[src/rtl/mpsm_pkg.sv]
`timescale 1ns / 1ps
`default_nettype none
package mpsm_pkg;

  // default sizing
  localparam int MAX_NODES_DEF = 256;
  localparam int MAX_IDS_DEF   = 64;
  localparam int ALPHABET_DEF  = 26;
  localparam int ID_BITS_DEF   = 16;

  // fixed field widths
  localparam int KIND_W   = 2;
  localparam int LETTER_W = 5;
  localparam int POS_W    = 16;
  localparam int STATUS_W = 2;

  // request kinds
  localparam logic [KIND_W-1:0] KIND_PLETTER = 2'd0;
  localparam logic [KIND_W-1:0] KIND_PEND    = 2'd1;
  localparam logic [KIND_W-1:0] KIND_TEXT    = 2'd2;

  // result status codes
  localparam logic [STATUS_W-1:0] ST_MATCH = 2'd0;
  localparam logic [STATUS_W-1:0] ST_FULL  = 2'd1;
  localparam logic [STATUS_W-1:0] ST_LATE  = 2'd2;

  typedef enum logic [4:0] {
    S_CLEAR, S_IDLE, S_DISPATCH, S_PL_UPD, S_PE_LINK, S_LATE, S_FULL,
    S_BR_RD, S_BR_CHK, S_B_POP, S_B_CUR, S_B_F, S_B_CH_RD, S_B_VIA_RD,
    S_B_UPD, S_T_START, S_T_GOTO, S_T_HEAD, S_T_LIST, S_T_ID, S_T_FAIL,
    S_T_FLUSH
  } ctrl_state_t;

  typedef enum logic [4:0] {
    OP_NONE, OP_CLEAR, OP_DROP, OP_SINGLE_LATE, OP_SINGLE_FULL, OP_PL_RD,
    OP_PL_UPD, OP_PE_WR, OP_PE_LINK, OP_BR_INIT, OP_BR_RD, OP_BR_CHK,
    OP_BQ_POP, OP_B_CUR, OP_B_F, OP_B_CH_RD, OP_B_VIA_RD, OP_B_UPD,
    OP_BUILT, OP_T_START, OP_T_GOTO, OP_T_HEAD, OP_T_ID_RD, OP_T_ID,
    OP_T_FAIL_RD, OP_T_FAIL, OP_T_FLUSH
  } dp_op_t;

  typedef struct packed {
    logic clr_done;
    logic kind_pl;
    logic kind_pe;
    logic kind_text;
    logic built;
    logic dropped;
    logic letter_ok;
    logic ids_full;
    logic queue_empty;
    logic i_last;
    logic e_empty;
    logic walk_root;
    logic pend;
    logic out_free;
  } dp_status_t;

endpackage
`default_nettype wire

[src/rtl/mpsm_ctrl.sv]
`timescale 1ns / 1ps
`default_nettype none
module mpsm_ctrl import mpsm_pkg::*; (
  input  logic       clk,
  input  logic       rst,
  input  logic       accept,
  input  dp_status_t st,
  output dp_op_t     op,
  output logic       in_stall
);

  ctrl_state_t state, state_next;

  // state register
  always_ff @(posedge clk) begin
    if (rst) begin
      state <= S_CLEAR;
    end else begin
      state <= state_next;
    end
  end

  // next state and datapath command
  always_comb begin
    state_next = state;
    op         = OP_NONE;
    in_stall   = (state != S_IDLE);
    case (state)
      S_CLEAR: begin
        op = OP_CLEAR;
        if (st.clr_done) state_next = S_IDLE;
      end
      S_IDLE: begin
        if (accept) state_next = S_DISPATCH;
      end
      S_DISPATCH: begin
        state_next = S_IDLE;
        if (st.kind_pl) begin
          if (st.built) state_next = S_LATE;
          else if (st.dropped) state_next = S_IDLE;
          else if (!st.letter_ok) op = OP_DROP;
          else begin
            op = OP_PL_RD;
            state_next = S_PL_UPD;
          end
        end else if (st.kind_pe) begin
          if (st.built) state_next = S_LATE;
          else if (st.dropped || st.ids_full) state_next = S_FULL;
          else begin
            op = OP_PE_WR;
            state_next = S_PE_LINK;
          end
        end else if (st.kind_text) begin
          if (st.built) state_next = S_T_START;
          else begin
            op = OP_BR_INIT;
            state_next = S_BR_RD;
          end
        end
      end
      S_PL_UPD: begin
        op = OP_PL_UPD;
        state_next = S_IDLE;
      end
      S_PE_LINK: begin
        op = OP_PE_LINK;
        state_next = S_IDLE;
      end
      S_LATE: begin
        if (st.out_free) begin
          op = OP_SINGLE_LATE;
          state_next = S_IDLE;
        end
      end
      S_FULL: begin
        if (st.out_free) begin
          op = OP_SINGLE_FULL;
          state_next = S_IDLE;
        end
      end
      // build: root children first
      S_BR_RD: begin
        op = OP_BR_RD;
        state_next = S_BR_CHK;
      end
      S_BR_CHK: begin
        op = OP_BR_CHK;
        state_next = st.i_last ? S_B_POP : S_BR_RD;
      end
      // build: breadth first over the queue
      S_B_POP: begin
        if (st.queue_empty) begin
          op = OP_BUILT;
          state_next = S_T_START;
        end else begin
          op = OP_BQ_POP;
          state_next = S_B_CUR;
        end
      end
      S_B_CUR: begin
        op = OP_B_CUR;
        state_next = S_B_F;
      end
      S_B_F: begin
        op = OP_B_F;
        state_next = S_B_CH_RD;
      end
      S_B_CH_RD: begin
        op = OP_B_CH_RD;
        state_next = S_B_VIA_RD;
      end
      S_B_VIA_RD: begin
        op = OP_B_VIA_RD;
        state_next = S_B_UPD;
      end
      S_B_UPD: begin
        op = OP_B_UPD;
        state_next = st.i_last ? S_B_POP : S_B_CH_RD;
      end
      // search step and match walk
      S_T_START: begin
        op = OP_T_START;
        state_next = S_T_GOTO;
      end
      S_T_GOTO: begin
        op = OP_T_GOTO;
        state_next = S_T_HEAD;
      end
      S_T_HEAD: begin
        op = OP_T_HEAD;
        state_next = S_T_LIST;
      end
      S_T_LIST: begin
        if (!st.e_empty) begin
          op = OP_T_ID_RD;
          state_next = S_T_ID;
        end else if (st.walk_root) begin
          state_next = S_T_FLUSH;
        end else begin
          op = OP_T_FAIL_RD;
          state_next = S_T_FAIL;
        end
      end
      S_T_ID: begin
        if (!st.pend || st.out_free) begin
          op = OP_T_ID;
          state_next = S_T_LIST;
        end
      end
      S_T_FAIL: begin
        op = OP_T_FAIL;
        state_next = S_T_HEAD;
      end
      S_T_FLUSH: begin
        if (!st.pend) state_next = S_IDLE;
        else if (st.out_free) begin
          op = OP_T_FLUSH;
          state_next = S_IDLE;
        end
      end
      default: state_next = S_CLEAR;
    endcase
  end

endmodule
`default_nettype wire

[config.mk]
export PLATFORM = sky130hd
export DESIGN_NAME = mpsm_ctrl
export DESIGN_NICKNAME = d
export VERILOG_FILES = /design/src/rtl/mpsm_pkg.sv /design/src/rtl/mpsm_ctrl.sv
export SDC_FILE = /design/constraint.sdc
export NUM_CORES = 1
export LEC_CHECK = 0
export ABC_AREA = 1
export BUFFER_PORTS_ARGS = -buffer_cell sky130_fd_sc_hd__buf_2
export CELL_PAD_IN_SITES_DETAIL_PLACEMENT = 0
export CELL_PAD_IN_SITES_GLOBAL_PLACEMENT = 1
export CORE_AREA = 2 2 42 82
export CTS_CLUSTER_SIZE = 8
export DETAILED_ROUTE_END_ITERATION = 8
export DIE_AREA = 0 0 44 84
export PLACE_DENSITY = 0.69
export RECOVER_POWER = 50
export SLEW_MARGIN = 20
export SYNTH_ARGS = -nofsm -noshare
export SYNTH_HDL_FRONTEND = slang
export SYNTH_SLANG_ARGS = --single-unit
[constraint.sdc]
create_clock -name clk -period 1.4 [get_ports clk]
set_input_delay 0.28 -clock clk [delete_from_list [all_inputs] [get_ports clk]]
set_output_delay 0.28 -clock clk [all_outputs]
set_load 0.1 [all_outputs]
==> results of run 1 <==
[metrics by stage]
stage	util [%]	total power (W)	cell area (sq um)	hold slack, ns
4_1_cts	64.92	0.001533	2026	0.2975
3_3_place_gp	52.04	0.001068	1624	0.5204
3_5_place_dp	52.04	0.001077	1624	0.5236
2_1_floorplan	-	0.0006738	944.7	0.3333
5_1_grt	67.08	0.001663	2093	0.3161
6_report	67.08	0.001580	2093	0.3162
[placed cells by master, fill, tap and decap left out, drive strengths merged]
cell | synthesis | layout
buf | 2 | 90
nand2 | 45 | 45
nor2 | 32 | 32
inv | 28 | 28
nand3 | 20 | 20
a21oi | 11 | 11
dfxtp | 5 | 5
o21ai | 5 | 5
nor3 | 4 | 4
clkbuf | 0 | 4
a31oi | 3 | 3
nand4 | 3 | 3
nor3b | 2 | 2
o211ai | 2 | 2
o31ai | 2 | 2
or2 | 1 | 1
o22ai | 1 | 1
nor4 | 1 | 1
and3 | 1 | 1
a41oi | 1 | 1
o311ai | 1 | 1
a22oi | 1 | 1
[cell type report]
cell class / instances / area (sq um)
well taps: 31 / 38.79
clock buffers: 4 / 45.04
inverters: 28 / 130.1
repair buffers: 90 / 760.7
multi-input cells: 136 / 999.7
fillers: 253 / 1027
flip-flops and latches: 5 / 118.9
[how the worst min path moves through the flow]
stage	end	slack (ns)	cells after the start
4_1_cts	state[0]$_SDFFE_PP0P_	0.30	2
2_1_floorplan	state[0]$_SDFFE_PP0P_	0.33	1
5_1_grt	state[1]$_SDFFE_PP0P_	0.32	2
6_report	state[0]$_SDFFE_PP0P_	0.32	2
3_5_place_dp	state[0]$_SDFFE_PP0P_	0.52	2
3_3_place_gp	state[0]$_SDFFE_PP0P_	0.52	2
[worst max-delay path, stage by stage, from the launching register on]
cell and delay (ns):
dfxtp_4 0.39, inv_2 0.07, nand2_4 0.07, nor2_4 0.05
buf_6 0.11, nand2_4 0.07, nand2_4 0.06, buf_6 0.11
a21oi_4 0.10, nand4_1 0.15, buf_12 0.21
[layer usage]
metal  GRT usage (%)  vias to the layer above  part of all wire [%]
li1                -                      751                     -
met5               0                        -                     0
met2           49.87                       56                    57
met3           4.329                       25                   3.3
met4           21.49                        0                   7.2
met1           24.97                      755                    32
[what timing repair did]
action,CTS,global route
gates resized for setup,78,19
endpoints found under the setup margin,11,11
pin swaps,17,14
endpoints found under the hold margin,0,0
setup buffers,8,1
[cells by family after synthesis]
family | synth area share (%)
simple gates | 54.94
flops | 11.30
compound gates | 19.35
buf+inv | 14.41
[where the power goes]
part	internal (W)	total [W]	switching, W
sequential	0.000157	0.000197	0.0000391
combinational	0.000482	0.00111	0.000632
clock	0.000196	0.000269	0.0000733
total	0.000835	0.00158	0.000744
==> results.py, run 1 <==
metrics = {
    "run_status": {
        "status": "finished with violations",
        "violations": "negative setup slack",
    },
    "synthesis": {
        "synth_nets": 188,
        "yosysMostFrequentCell": "nand2_1",
        "synthArstFlopShare_pct": 0,
        "ys_seq_elements": 5,
        "ys_top_cells_by_area": "nand2_1, nor2_1, dfxtp_1",
        "netlist_instances": 171,
        "synth_edf_count": 0,
        "synthDistinctLibCells": 27,
        "ys_seq_area_share_pct": 11.30,
        "postSynthAreaPerCell_sq_um": 5.180,
        "synth_top_cell_by_area": "nand2_1",
        "yosys_warnings": 0,
        "ys.flop_type": "dfxtp_1",
        "synth_common_cells": "nand2_1, nor2_1, inv_1, nand3_1, a21oi_1",
        "synth_area_sq_um": 885.9,
        "yosysTopAreaCellShare_pct": 17.37,
    },
    "clocking": {
        "cts_tree": "done",
        "htreeDepth": 1,
        "cts_hold_buf": 0,
        "cts.sinks": 5,
        "clockBufferDepth": 2,
        "clock_latency_ns": 0.22,
        "cts-root-buf": "clkbuf_8",
        "clk_pin_slew_worst_paths_ns": 0.03,
        "cts_buffers": 3,
    },
    "pwr": {
        "p_leak_nw": 1.015,
        "p_per_area_nw_per_um2": 754.7,
        "ir_drop_mv": 0.5591,
    },
    "timing": {
        "post-route-min-period_ns": 1.899,
        "fin_skew_ns": 0.005813,
        "tightest_slew_ns": 0.3914,
        "finalHoldViolCount": 0,
        "setup_slack_ns": -0.4986,
        "slew_viol_final": 0,
        "rsz0062_at_grt": "yes",
        "setup_viol": 9,
        "finalSetupTns_ns": -3.074,
        "fin_crit_sh_pct": 135.6,
        "slew_headroom_pct": 73.57,
        "clock.fmax_mhz": 526.7,
    },
    "setup_path": {
        "start_kind": "register",
        "r2r-start": "state[1]$_SDFFE_PP0P_",
        "required_ns": 1.12,
        "critPathCaptureType": "output port",
        "regToRegEndpoint": "state[0]$_SDFFE_PP0P_",
        "criticalPathCategory": "register to output port",
        "cp.arrival_ns": 1.62,
        "timing.reg2reg.setup_slack_ns": -0.15,
        "crit_start": "state[0]$_SDFFE_PP0P_",
        "crit_fanout": 6,
        "crit_end": "op[2]",
        "r2r_cells": 12,
    },
    "route": {
        "via_count": 1587,
        "vias_per_cell": 5.398,
        "wl_per_cell_um": 16.85,
        "route.detailed.drc": 0,
        "antenna_left": 0,
        "drtPass1Iterations": 4,
        "first_iter_violations": 38,
        "wirelength_um": 4953,
    },
    "floorplanning": {
        "start_util_pct": 28.39,
        "dieArea_sq_um": 3696,
        "io_pins": 23,
        "die_x_um": 44,
        "fp.dieH_um": 84,
        "core_area_sq_um": 3120,
        "rows": 29,
    },
    "layout": {
        "layout-drive-gt1-share_pct": 65.78,
        "largestRegisters": "state (5)",
        "largest_reg_flops": 5,
        "layout.nets": 281,
        "stdcell_count": 294,
        "antenna_cells": 0,
        "area_growth_pct": 136.3,
        "regMostFlops": "state",
    },
    "placement": {
        "place_congestion": 0.9903,
        "pre_cts_ws_ns": -0.4145,
        "dpl.cell_count": 282,
        "hpwl_um": 3661,
        "io_buffers": 22,
    },
    "global_routing": {
        "grt_max_degree": 7,
        "grt_use_total_pct": 27.61,
        "first_global_vias": 1684,
        "grt_pass1_wl_um": 7631,
        "antenna_found_initial": 0,
        "grt_overflow_total": 0,
    },
    "worst_hold_path": {
        "min_from": "rst",
        "min_path_type": "primary input to register",
    },
    "flow_run": {
        "cap_violations": 0,
    },
}
Note: power is estimated with default switching activity, not from simulation.
==> inputs of run 2 (changes only) <==
- ABC_AREA: 1 -> not set
- CORE_AREA: 2 2 42 82 -> 2 2 44 86
- DIE_AREA: 0 0 44 84 -> 0 0 46 88
- PLACE_DENSITY: 0.69 -> 0.68
==> run 2 against run 1 <==
First-iteration DRC count up 79%. Non-clock buffer count down 5. Count of clock-buffer cells in the layout unchanged. Wire length down 1.2%. Via count up 0.76%. Hold slack worse by 0.018 ns. The run still ends with negative setup slack left. Sequential power up 33%. Largest power group unchanged.
==> results.py, run 2 <==
metrics = {
    "run_status": {
        "status": "finished with violations",
        "violations": "negative setup slack",
    },
    "clocking": {
        "clk_pin_slew_worst_paths_ns": 0.04,
        "cts-root-buf": "clkbuf_8",
        "clockBufferDepth": 2,
        "htreeDepth": 1,
        "clock_latency_ns": 0.23,
        "cts_buffers": 3,
        "cts_hold_buf": 0,
        "cts_tree": "done",
        "cts.sinks": 5,
    },
    "floorplanning": {
        "die_x_um": 46,
        "io_pins": 23,
        "dieArea_sq_um": 4048,
        "start_util_pct": 32.41,
        "fp.dieH_um": 88,
        "core_area_sq_um": 3378,
        "rows": 30,
    },
    "pwr": {
        "ir_drop_mv": 1.267,
        "power_w": 0.002776,
        "p_sw_share_pct": 50.09,
        "power.switching_w": 0.001391,
        "p_leak_nw": 0.8531,
        "clock_power_share_pct": 10.4,
        "p_per_area_nw_per_um2": 1322,
        "p_comb_share_pct": 80.2,
        "power_frac_seq_pct": 9.4,
        "p_int_w": 0.001386,
    },
    "timing": {
        "fin_crit_sh_pct": 140.6,
        "slew_headroom_pct": 70.90,
        "setup_viol": 9,
        "slew_viol_final": 0,
        "tightest_slew_ns": 0.4339,
        "finalSetupTns_ns": -3.021,
        "clock.fmax_mhz": 508.2,
        "rsz0062_at_grt": "yes",
        "finalHoldViolCount": 0,
        "post-route-min-period_ns": 1.968,
        "setup_slack_ns": -0.5679,
        "fin_skew_ns": 0.003601,
    },
    "route": {
        "via_count": 1599,
        "vias_per_cell": 6.011,
        "route.detailed.drc": 0,
        "antenna_left": 0,
        "first_iter_violations": 68,
        "drtPass1Iterations": 4,
        "wirelength_um": 4893,
        "wl_per_cell_um": 18.39,
    },
    "global_routing": {
        "grt_pass1_wl_um": 7824,
        "grt_max_degree": 23,
        "first_global_vias": 1702,
        "antenna_found_initial": 0,
        "grt_overflow_total": 0,
        "grt_use_total_pct": 26.52,
    },
    "setup_path": {
        "r2r_cells": 5,
        "cp.arrival_ns": 1.69,
        "required_ns": 1.12,
        "start_kind": "register",
        "criticalPathCategory": "register to output port",
        "regToRegEndpoint": "state[0]$_SDFFE_PP0P_",
        "r2r-start": "state[3]$_SDFFE_PP0P_",
        "critPathCaptureType": "output port",
        "crit_end": "op[1]",
        "timing.reg2reg.setup_slack_ns": -0.11,
        "crit_start": "state[0]$_SDFFE_PP0P_",
        "crit_fanout": 8,
    },
    "synthesis": {
        "yosys_warnings": 0,
        "synthArstFlopShare_pct": 0,
        "ys_seq_area_share_pct": 9.143,
        "postSynthAreaPerCell_sq_um": 6.717,
        "synth_common_cells": "a21oi_1, buf_2, nand2b_1, nor2_1, nand3_1",
        "synth_nets": 180,
        "synth_top_family_by_area": "compound AO/OA/AOI/OAI gates",
        "synth_edf_count": 0,
        "ys.flop_type": "dfxtp_1",
        "synth_area_sq_um": 1095,
        "synth_xor_xnor_area_share_pct": 0.8000,
        "netlist_instances": 163,
        "synth_adder_area_share_pct": 0,
        "synthDistinctLibCells": 53,
        "synthMuxAreaShare_pct": 0,
        "synthSimpleGateAreaFrac_pct": 38.40,
        "ys_seq_elements": 5,
        "yosysTopAreaCellShare_pct": 9.143,
        "synth_top_cell_by_area": "dfxtp_1",
        "ys_top_cells_by_area": "dfxtp_1, a21oi_1, nand2b_1",
        "synth-compound-area-share_pct": 40.11,
        "yosysMostFrequentCell": "a21oi_1",
    },
    "layout": {
        "largestRegisters": "state (5)",
        "regMostFlops": "state",
        "antenna_cells": 0,
        "area_growth_pct": 91.77,
        "layout-drive-gt1-share_pct": 57.69,
        "layout.nets": 252,
        "final_cell_mix": "buf_4, buf_2, a21oi_1, buf_6, buf_12",
        "fillers": 297,
        "final_common_cell": "buf_4",
        "largest_reg_flops": 5,
    },
    "placement": {
        "hpwl_um": 3568,
        "place_congestion": 0.9537,
        "io_buffers": 22,
    },
    "flow_run": {
        "cap_violations": 0,
    },
    "worst_hold_path": {
        "min_path_type": "primary input to register",
        "min_from": "rst",
    },
}
run 2: timing repair:
item                       CTS  global route
setup buffers               11             2
pin swaps                   20             2
setup endpoints to repair    9             9
resized for setup           54            14
run 2: worst max-delay path: stages, from the launching register on:
cell and delay [ns]:
dfxtp_4 0.39, buf_6 0.15, or3b_1 0.36, o21ai_2 0.07, a22oi_2 0.09, o211ai_4 0.19
buf_12 0.20
run 2: cell type report:
cell class	instances	area [sq um]	area share, %
Multi-Input combinational cell	133	1114	53.04
Inverter	7	26.28	1.251
Timing Repair Buffer	85	755.7	36.00
Sequential cell	5	118.9	5.662
Clock buffer	4	45.04	2.145
Tap cell	32	40.04	1.907
run 2: worst min-delay path by stage:
stage / end / slack, ns / cells after the start
6_report: state[4]$_SDFFE_PP0P_ / 0.30 / 2
5_1_grt: state[4]$_SDFFE_PP0P_ / 0.32 / 2
4_1_cts: state[4]$_SDFFE_PP0P_ / 0.28 / 2
3_5_place_dp: state[4]$_SDFFE_PP0P_ / 0.52 / 2
3_3_place_gp: state[2]$_SDFFE_PP0P_ / 0.52 / 2
2_1_floorplan: state[3]$_SDFFE_PP0P_ / 0.35 / 1
run 2: power groups by stage:
stage / combinational (W) / clock (W) / sequential (W)
floorplan: 0.00112 / 0 / 0.000205
global placement: 0.00181 / 0 / 0.000266
detailed placement: 0.00185 / 0 / 0.000265
CTS: 0.00214 / 0.000284 / 0.000263
global route: 0.00234 / 0.000295 / 0.000264
finish: 0.00223 / 0.000287 / 0.000262
run 2: metal layers:
metal  wire length, um  track usage, %  vias up  part of all wire [%]
li1                  -               -      768                     -
met1              1744           27.56      752                    36
met2              2703           45.96       59                    55
met3               183           3.299       20                   3.7
met4               261           18.44        0                   5.3
met5                 0               0        -                     0
run 2: kinds of logic (layout without fill, tap and decap cells):
family,after synthesis,count (layout)
AOI/OAI and AO/OA,60,60
buffers and inverters,25,96
and+or+nand+nor,72,72
DFF,5,5
xor gates and xnor gates,1,1
run 2: through the flow:
step                area (sq um)  hold WS (ns)  util, %  cells  setup slack [ns]
floorplan                   1167        0.3491        -    163            -1.226
global placement            1697        0.5225    50.22    250           -0.4486
detailed placement          1697        0.5228    50.22    250           -0.4735
CTS                         2032        0.2761    60.15    265           -0.5633
global route                2100        0.3171    62.15    266           -0.5924
finish                      2100        0.2981    62.15    266           -0.5679
